### src/hmd_pkg.sv
// ----------------------------------------------------------------------------
// hmd_pkg
// Shared types, command and status codes, and the hash and decimal
// conversion steps for the hashed mount directory.
// ----------------------------------------------------------------------------
package hmd_pkg;

  localparam int DATA_W = 64;

  localparam logic [DATA_W-1:0] HASH_BASIS = 64'hcbf2_9ce4_8422_2325;
  localparam logic [8:0]        PRIME_LOW  = 9'h1b3;  // prime is 2^40 + 0x1b3
  localparam logic [7:0]        ASCII_ZERO = 8'h30;

  // A 64-bit pid has at most 20 decimal digits.
  localparam int PID_DIGITS    = 20;
  localparam int BCD_W         = 4 * PID_DIGITS;
  localparam int BCD_STEP_BITS = 4;

  localparam logic [1:0] FN_ADD    = 2'd0;
  localparam logic [1:0] FN_LOOKUP = 2'd1;
  localparam logic [1:0] FN_RMOUNT = 2'd2;
  localparam logic [1:0] FN_RPROC  = 2'd3;

  localparam logic [1:0] ST_OK         = 2'd0;
  localparam logic [1:0] ST_NOT_FOUND  = 2'd1;
  localparam logic [1:0] ST_PID_TAKEN  = 2'd2;
  localparam logic [1:0] ST_NAME_TAKEN = 2'd3;

  typedef struct packed {
    logic [1:0]        func;
    logic [7:0]        name_byte;
    logic              byte_valid;
    logic              name_last;
    logic [DATA_W-1:0] proc_id;
  } hmd_in_t;

  typedef struct packed {
    logic [1:0]        status;
    logic [DATA_W-1:0] found_pid;
  } hmd_out_t;

  // One hash step: multiply by the prime, then xor in the character.
  function automatic logic [DATA_W-1:0] fnv_step(input logic [DATA_W-1:0] h,
                                                 input logic [7:0] c);
    logic [DATA_W-1:0] prod;
    prod = (h << 40) + (h * {{(DATA_W-9){1'b0}}, PRIME_LOW});
    return prod ^ {{(DATA_W-8){1'b0}}, c};
  endfunction

  // One double-dabble step: correct each digit above four, then shift in
  // the next binary bit.
  function automatic logic [BCD_W-1:0] bcd_shift(input logic [BCD_W-1:0] b,
                                                 input logic bin);
    logic [BCD_W-1:0] adj;
    for (int k = 0; k < PID_DIGITS; k++) begin
      adj[4*k +: 4] = (b[4*k +: 4] >= 4'd5) ? b[4*k +: 4] + 4'd3 : b[4*k +: 4];
    end
    return {adj[BCD_W-2:0], bin};
  endfunction

endpackage

### src/hmd_divu.sv
// ----------------------------------------------------------------------------
// hmd_divu
// Remainder of a 64-bit value by a constant modulus, each step registered:
// byte residue folding, a reciprocal multiply and one correcting subtraction.
// ----------------------------------------------------------------------------
module hmd_divu #(
  parameter int MODULUS = 1023,
  parameter int RW      = 10
) (
  input  logic                       clk,
  input  logic                       rst_n,
  input  logic                       start,
  input  logic [hmd_pkg::DATA_W-1:0] dividend,
  output logic                       done,
  output logic [RW-1:0]              rem
);
  import hmd_pkg::*;

  // The modulus is below 2^17, so eight folded bytes stay below 2^28.
  localparam int KW = 17;
  localparam int SW = 28;
  localparam logic [63:0] MOD64 = 64'(MODULUS);

  // Residues of 2^(8*i) for each dividend byte.
  localparam logic [8*KW-1:0] RES = {
    KW'((64'd1 << 56) % MOD64), KW'((64'd1 << 48) % MOD64),
    KW'((64'd1 << 40) % MOD64), KW'((64'd1 << 32) % MOD64),
    KW'((64'd1 << 24) % MOD64), KW'((64'd1 << 16) % MOD64),
    KW'((64'd1 << 8) % MOD64),  KW'(64'd1 % MOD64)
  };
  localparam logic [SW-1:0] RECIP = SW'((64'd1 << SW) / MOD64);

  logic [2:0]      stg_r;
  logic [SW-1:0]   sum_r, q_r;
  logic [RW-1:0]   rem_r;
  logic [SW-1:0]   fold, diff;
  logic [2*SW-1:0] prod;

  always_comb begin
    fold = '0;
    for (int i = 0; i < 8; i++) begin
      fold = fold + SW'(dividend[8*i +: 8]) * SW'(RES[i*KW +: KW]);
    end
  end

  // The estimated quotient is exact or one low, so one subtraction corrects it.
  assign prod = {{SW{1'b0}}, sum_r} * {{SW{1'b0}}, RECIP};
  assign diff = sum_r - q_r * SW'(MODULUS);

  always_ff @(posedge clk) begin
    if (!rst_n) begin
      stg_r <= '0;
    end else begin
      stg_r <= {stg_r[1:0], start};
    end
  end

  always_ff @(posedge clk) begin
    if (start) begin
      sum_r <= fold;
    end
    if (stg_r[0]) begin
      q_r <= prod[2*SW-1:SW];
    end
    if (stg_r[1]) begin
      rem_r <= (diff >= SW'(MODULUS)) ? RW'(diff - SW'(MODULUS)) : RW'(diff);
    end
  end

  assign done = stg_r[2];
  assign rem  = rem_r;

endmodule

### config.mk
export PLATFORM = sky130hd
export DESIGN_NAME = hmd_divu
export DESIGN_NICKNAME = d
export VERILOG_FILES = /design/src/hmd_pkg.sv /design/src/hmd_divu.sv
export SDC_FILE = /design/constraint.sdc
export NUM_CORES = 1
export LEC_CHECK = 0
export BUFFER_PORTS_ARGS = -buffer_cell sky130_fd_sc_hd__buf_2
export CORE_MARGIN = 1
export CORE_UTILIZATION = 35
export DETAILED_ROUTE_END_ITERATION = 12
export GPL_ROUTABILITY_DRIVEN = 0
export PLACE_DENSITY = 0.49
export RECOVER_POWER = 100
export SYNTH_ARGS = -nofsm -noshare
export SYNTH_HDL_FRONTEND = slang
export SYNTH_SLANG_ARGS = --single-unit
### constraint.sdc
create_clock -name clk -period 7.2 [get_ports clk]
set_input_delay 1.44 -clock clk [delete_from_list [all_inputs] [get_ports clk]]
set_output_delay 1.44 -clock clk [all_outputs]
set_load 0.005 [all_outputs]
### Word level (Yosys, flattened, before mapping)

Index checks and enable logic that the tools add are counted.

| operators by class | value |
|---|---|
| $add $sub $neg | 9 |
| $mul | 2 |
| div/mod/pow operators | 0 |
| magnitude comparators | 1 |
| eq/ne operators | 0 |
| shifts and indexed selects | 0 |
| muxes and demuxes | 1 |
| bitwise operators | 0 |
| reductions and logical operators | 0 |

Operators with widths:

| kind | number |
|---|---|
| 28-bit by 11-bit multiplier with 39-bit output, second input constant | 1 |
| 28-bit by 10-bit >= comparator with 1-bit output, second input constant | 1 |
| 19-bit by 10-bit multiplier with 28-bit output, second input constant | 1 |
| 28-bit subtractor | 1 |
| 22-bit by 14-bit adder with 23-bit output | 1 |
| 21-bit by 16-bit adder with 22-bit output | 1 |
| 20-bit by 8-bit adder with 21-bit output | 1 |
| 19-bit by 10-bit adder with 20-bit output | 1 |
| 18-bit by 12-bit adder with 19-bit output | 1 |
| 17-bit by 14-bit adder with 18-bit output | 1 |
| 8-bit by 16-bit adder with 17-bit output | 1 |
| 10-bit 2-to-1 mux | 1 |
| 10-bit subtractor, second input constant | 1 |

| storage, ports and cells | value |
|---|---|
| register bits | 60 |
| bits in latches | 0 |
| bits in writable memories | 0 |
| bits in read-only memories | 0 |
| bits of input ports | 67 |
| word-level logic and storage cells | 17 |
| memories kept | 0 |

### Depth between registers and ports, before layout

Gate-level depths: netlist of run 1.

| logic depth | value |
|---|---|
| depth after elaboration | 7 |
| mapped depth | 21 |

### Worst setup path after synthesis of run 1

OpenSTA, ideal clock, no wires.

| timing path | value |
|---|---|
| path kind | register -> register |
| from | register q_r[9] |
| to | register rem_r[9], in the netlist rem[9], data pin |
| setup time | 0.136 ns |
| arrival | 5.818 ns |
| path slack | 1.246 ns |
| stages on the path, launching flop included | 21 |
| path buffers | 1 |
| cell sequence | edfxtp_1 inv_1 fa_1 fa_1 inv_1 fa_1 inv_1 fa_1 inv_1 fa_1 inv_1 ha_1 buf_4 a21oi_2 o21ai_0 or3_1 a221oi_2 nor2_1 or4_4 or4_1 nand3_1 |

| on the way | value |
|---|---|
| word-level cells in the longest chain between the ends | 4 |

RTL lines:

| what | line | text |
|---|---|---|
| start: declaration | hmd_divu.sv:34 | `logic [SW-1:0] sum_r, q_r;` |
| start signal: assignment | hmd_divu.sv:63 | `q_r <= prod[2*SW-1:SW];` |
| 19-bit by 10-bit multiplier with 28-bit output * | hmd_divu.sv:48 | `assign diff = sum_r - q_r * SW'(MODULUS);` |
| 28-bit subtractor * | hmd_divu.sv:48 |  |
| 28-bit by 10-bit >= comparator with 1-bit output or 10-bit subtractor (tied branches) | hmd_divu.sv:66 | `rem_r <= (diff >= SW'(MODULUS)) ? RW'(diff - SW'(MODULUS)) : RW'(diff);` |
| 10-bit 2-to-1 mux * | hmd_divu.sv:66 |  |
| end signal: assignment | hmd_divu.sv:66 |  |
| end: declaration | hmd_divu.sv:35 | `logic [RW-1:0] rem_r;` |

Mark *: on every way between the ends. The rest lies on a longest branch, timed or not.
A chain may end at the register's enable or synchronous reset.

### Worst setup path in the final report of run 1

| timing path | value |
|---|---|
| from | register q_r[7] |
| to | register rem_r[1], in the netlist rem[1], data pin |

| on the way | value |
|---|---|
| word-level cells in the longest chain between the ends | 4 |

RTL lines:

| what | line |
|---|---|
| 19-bit by 10-bit multiplier with 28-bit output | hmd_divu.sv:48 |
| 28-bit subtractor | hmd_divu.sv:48 |
| 28-bit by 10-bit >= comparator with 1-bit output | hmd_divu.sv:66 |
| 10-bit 2-to-1 mux | hmd_divu.sv:66 |

No other way between the ends.

==> run_results.csv, run 1 <==
group,metric,value,unit
synth,synthMuxAreaShare,0.445,%
synth,yosys.area_share.adder,49.5,%
clock_network,cts_tree,"done",
setup_path,r2r-start,"q_r[7]$_DFFE_PP_",
flow_run,cap_viol_max_count,0,
timing,finalClockSkew,0.00469,ns
clock_network,h-tree-depth,2,
setup_path,endpoint,"rem[1]$_DFFE_PP_",
timing,slew_headroom,31.3,%
synth,netlist_area,0.00703,mm²
clock_network,post-cts-setup-buffer-count,0,
synth,synth_fp_nets,950,
global_route,antenna_found_initial,0,
timing,maxSlewViolCount,0,
synth,async_flop_share,0,%
setup_path,rrSetupSlack,0.74,ns
routing,drc,0,
cells_and_area,antenna_cells,0,
global_route,first_global_vias,4887,
clock_network,hold_buffers,0,
global_route,grt_pass1_wl,23000,µm
floorplanning,ioPinCount,78,
floorplanning,die_h,144,µm
timing,worst_pin_slew,1.03,ns
synth,synth_compound_area_share,10.6,%
synth,synth-simple-area-share,8.98,%
timing,period_share,89.7,%
timing,fmax,0.155,GHz
synth,synth_warnings,0,
routing,via_count,4740,
setup_path,cp-startpoint,"q_r[7]$_DFFE_PP_",
floorplanning,rows,51,
timing,hold_viol_final,0,
synth,yosysSeqAreaShare,17.5,%
synth,ys_top_cells_by_area,"fa_1, ha_1, edfxtp_1",
status,status,"completed",
synth,yosysTopAreaCell,"fa_1",
clock_network,cts_resized,0,
cells_and_area,area_growth,11.5,%
cells_and_area,nets,1028,
hold_path,hold_class,"reg -> reg",
routing,routedWlPerCell,13.8,µm
timing,setup_viol,0,
timing,fin_crit,6.46,ns
synth,ys_ff_latch,42,
setup_path,path_class,"reg -> reg",
setup_path,startpoint_type,"register",
floorplanning,die_w,144,µm
clock_network,cts_inserted_buffers,5,
cells_and_area,fin_util,40.0,%
synth,synth_top_flop_cell,"edfxtp_1",
synth,synth_top_family_by_area,"adder cells",
routing,ant_nets,0,
timing,finalSetupTns,0,ns
setup_path,reg2regPathDepth,18,
routing,vias_per_cell,4.69,
place,hpwl,12600,µm
setup_path,critPathArrivalTime,6.50,ns
cells_and_area,drive_gt1_share,11.7,%
synth,yosysMostFrequentCell,"inv_1",
synth,synthXorXnorAreaFrac,5.23,%
setup_path,required,7.24,ns
clock_network,clockBufferDepth,2,
cells_and_area,multi_input_area,0.00526,mm²
clock_network,clk_pin_slew,0.06,ns
place,place_inst,1002,
routing,drt_iter0_markers,131,
synth,synth_cell_type_count,65,
floorplanning,core,0.0196,mm²
synth,synthTopCellsByCount,"inv_1, ha_1, fa_1",
cells_and_area,nFillCells,1986,
routing,firstDrtPassIters,4,
synth,synth_top_area_share,29.0,%
hold_path,min_from,"sum_r[18]$_DFFE_PP_",
routing,routed_wl,13900,µm
place,port_buffers,77,
clock_network,clkSinkCount,42,
cells_and_area,instances_no_fill,1010,
synth,syn_inst,666,
setup_path,worst-path-max-fanout,8,
clock_network,cts-root-buf,"clkbuf_16",
floorplanning,dieArea,0.0207,mm²
cells_and_area,ff_latch_area,0.00123,mm²
synth,synth_edf_count,39,
timing,hold_ws,0.662,ns
floorplanning,start_util,35.9,%
global_route,grt-ovfl-total,0,
synth,avgSynthCellArea,10.6,µm²
setup_path,critPathCaptureType,"register",
global_route,grt_max_degree,21,
timing,grt_setup_unrepaired,"false",
setup_path,rr_endpoint,"rem[1]$_DFFE_PP_",
clock_network,clock_latency,0.28,ns
global_route,grt_usage,14.3,%
[worst min path at each step]
stage | to | slack, ns | depth (start not counted)
2_1_floorplan | q_r[1]$_DFFE_PP_ | 0.58 | 2
3_3_place_gp | q_r[8]$_DFFE_PP_ | 0.65 | 1
3_5_place_dp | q_r[8]$_DFFE_PP_ | 0.65 | 1
4_1_cts | q_r[8]$_DFFE_PP_ | 0.66 | 1
5_1_grt | q_r[8]$_DFFE_PP_ | 0.68 | 1
6_report | q_r[8]$_DFFE_PP_ | 0.66 | 1
[worst max-delay path, stage by stage (launching register included)]
cell and delay (ns):
edfxtp_1 0.45, inv_1 0.15, fa_1 0.68, fa_1 0.48, fa_1 0.52, fa_1 0.54
inv_1 0.05, fa_1 0.52, inv_1 0.04, ha_1 0.41, nand2_1 0.12, nor3_1 0.21
nand2_1 0.08, o21ai_0 0.46, nand3b_1 0.17, a2111oi_2 0.43, nand4_2 0.30, nor2_1 0.25
mux2_1 0.34
[placed cells by master (no fill, tap or decap), drive strengths merged, types with 3 or more instances in the layout]
cell / n
a21oi: 25
a211oi: 9
xor2: 12
o211ai: 9
o31ai: 5
nor2b: 6
or3: 4
clkbuf: 22
and3: 4
or4: 3
ha: 115
a21o: 9
nand2b: 9
and2: 8
inv: 137
nor3: 8
nand2: 19
o21a: 5
o21ai: 18
buf: 61
nor2: 25
fa: 102
nand3: 10
a2111oi: 5
edfxtp: 39
xnor2: 30
o21bai: 6
nand4: 6
dfxtp: 3
[sequential cells by signal, summed over array words and instances (netlist names)]
signal	cells
q_r	10
stg_r	3
rem	10
sum_r	19
[cell type report]
cell class | count | share of cell area [%]
tap | 265 | 4.23
sequential | 42 | 15.7
inverter | 137 | 6.56
multi-input combinational | 481 | 67.0
clock buffer | 6 | 1.64
clock inverter | 2 | 0.176
timing repair buffer | 77 | 4.66
[cell families (layout without fill, tap and decap cells)]
kind of cell | after synthesis | in the layout
flip-flops | 42 | 42
AND/OR/NAND/NOR | 114 | 114
buffers and inverters | 143 | 222
adder cells (fa/ha/maj) | 217 | 217
XOR/XNOR | 42 | 42
AO/OA/AOI/OAI | 105 | 105
multiplexers | 3 | 3
[metal layers]
layer	global-route usage [%]	wire length (µm)	vias to the layer above	part of all wire [%]
met1	18.1	6300	2241	45
met3	1.73	405	15	2.9
met4	3.02	184	0	1.3
met5	0	0	-	0
li1	-	-	2386	-
met2	25.7	7020	98	50
[per-stage QoR]
step / cell area [µm²] / setup slack, ns
after CTS: 7860 / 0.785
after floorplan: 7030 / 1.25
after global routing: 7840 / 0.255
after global placement: 7720 / 0.901
after detailed placement: 7720 / 0.800
final: 7840 / 0.739
Power of run 1 is not shown: default switching activity piles up to over one toggle a cycle in this logic, so the estimate is an artifact.
==> run 2: changes to the inputs <==
Clock period 7.2 ns to 6 ns, I/O delays scaled along.
==> run 2 against run 1 <==
Die area unchanged. Critical path depth rose by 2. Sequential cell count unchanged. Count of clock-buffer cells in the layout unchanged. Final cell count rose by 4.0%. Critical path type unchanged.
==> run_results.csv, run 2 (synthesis results as in run 1) <==
group,metric,value,unit
clock_network,cts_tree,"done",
cells_and_area,final_cell_mix,"inv_1, ha_1, fa_1, buf_2, edfxtp_1",
cells_and_area,fin_area,0.00839,mm²
global_route,grt-ovfl-total,0,
setup_path,max_stage_delay,0.54,ns
cells_and_area,multi_input_area,0.00549,mm²
clock_network,clock_latency,0.29,ns
setup_path,required,6.17,ns
setup_path,cpMaxStageDelayCell,"fa_1",
global_route,grt_pass1_wl,24200,µm
place,place_area,0.00792,mm²
setup_path,worst-path-max-fanout,7,
timing,period_share,96.8,%
timing,hold_viol_final,0,
global_route,antenna_found_initial,0,
setup_path,critPathCaptureType,"register",
routing,routedWlPerCell,14.0,µm
routing,vias_per_cell,4.73,
clock_network,clk_pin_slew,0.07,ns
clock_network,clockBufferDepth,2,
clock_network,hold_buffers,0,
place,port_buffers,77,
setup_path,crit_top_cell,"fa_1",
routing,ant_nets,0,
cells_and_area,largest_register_ffs,19,
timing,hold_ws,0.663,ns
global_route,grt_usage,15.0,%
cells_and_area,largest-register,"sum_r",
cells_and_area,final_common_cell,"inv_1",
global_route,first_global_vias,5185,
floorplanning,start_util,35.9,%
timing,fin_crit,5.81,ns
flow_run,cap_viol_max_count,0,
routing,via_count,4966,
cells_and_area,ff_latch_area,0.00123,mm²
timing,setup_viol,0,
floorplanning,ioPinCount,78,
routing,routed_wl,14700,µm
setup_path,critPathArrivalTime,5.97,ns
timing,worst_pin_slew,1.04,ns
cells_and_area,nets,1068,
setup_path,crit_chain,"inv_2, buf_4, fa_1, inv_2, fa_1, fa_1, inv_1, fa_1, inv_1, fa_1, inv_1, ha_2, a21oi_2, o21ai_2, or3_4, a221oi_4, nor2_1, or4_4, or4_4, nand3_2",
cells_and_area,drive_gt1_share,22.4,%
setup_path,startpoint_type,"register",
floorplanning,rows,51,
floorplanning,dieArea,0.0207,mm²
clock_network,h-tree-depth,2,
routing,firstDrtPassIters,5,
timing,maxSlewViolCount,0,
clock_network,cts_inserted_buffers,5,
timing,slew_headroom,30.9,%
floorplanning,core,0.0196,mm²
floorplanning,die_h,144,µm
routing,drc,0,
setup_path,path_class,"reg -> reg",
hold_path,hold_class,"reg -> reg",
clock_network,clkSinkCount,42,
clock_network,cts-root-buf,"clkbuf_16",
floorplanning,die_w,144,µm
cells_and_area,nFillCells,1938,
global_route,grt_max_degree,21,
place,hpwl,13000,µm
status,status,"completed",
routing,drt_iter0_markers,149,
cells_and_area,antenna_cells,0,
timing,fmax,0.172,GHz
cells_and_area,area_growth,19.3,%
timing,finalClockSkew,0.00881,ns
==> run 2: cell types whose count changed in the layout (fill, tap and decap cells not counted), moves of 9 or more <==
cell / delta
inv_2: +12
inv_1: -14
ha_1: -9
buf_4: +37
==> run 2: cell type report <==
type | instances | share of cell area [%]
multi-input combinational | 481 | 65.5
clock inverter | 2 | 0.119
tap | 265 | 3.95
sequential | 42 | 14.7
timing repair buffer | 117 | 8.08
clock buffer | 6 | 1.54
inverter | 137 | 6.19
==> run 2: path summary, 6_finish.rpt <==
kind                            cells past startpoint                 from          endpoint  slack (ns)
worst max-delay path                               20     q_r[7]$_DFFE_PP_  rem[9]$_DFFE_PP_        0.19
worst min-delay path                                1  sum_r[18]$_DFFE_PP_  q_r[8]$_DFFE_PP_        0.66
worst max register to register                     20     q_r[7]$_DFFE_PP_  rem[9]$_DFFE_PP_        0.19
worst min register to register                      1  sum_r[18]$_DFFE_PP_  q_r[8]$_DFFE_PP_        0.66
==> run 2: layer usage <==
layer | GRT usage (%) | wire length (µm)
met5 | 0 | 0
met4 | 3.53 | 183
met3 | 1.83 | 404
met2 | 26.8 | 7530
met1 | 19.2 | 6590
==> run 2: what timing repair did <==
item | 4_1_cts | 5_1_grt
setup endpoints to repair | 5 | 10
pin swaps | 2 | 44
gates resized for setup | 5 | 58
buffers inserted | 1 | 12
==> run 2: per-stage QoR <==
stage	setup TNS (ns)	instances	util (%)	worst slack, ns
CTS	0	1038	41.3	0.00568
global route	-0.176	1050	42.8	-0.0662
finish	0	1050	42.8	0.193
detailed placement	-0.144	1029	40.4	-0.0641
global placement	0	1029	40.4	0.0564
floorplan	0	666	-	0.0461
==> run 2: critical path: cells and delay by family, from the launching register on <==
kind / cells / cell delay [ns]
adder cells (fa/ha/maj): 6 / 2.75
AND/OR/NAND/NOR: 5 / 1.53
AO/OA/AOI/OAI: 3 / 0.60
buffers and inverters: 6 / 0.43
flip-flops: 1 / 0.36
Power of run 2 is left out for the same reason.
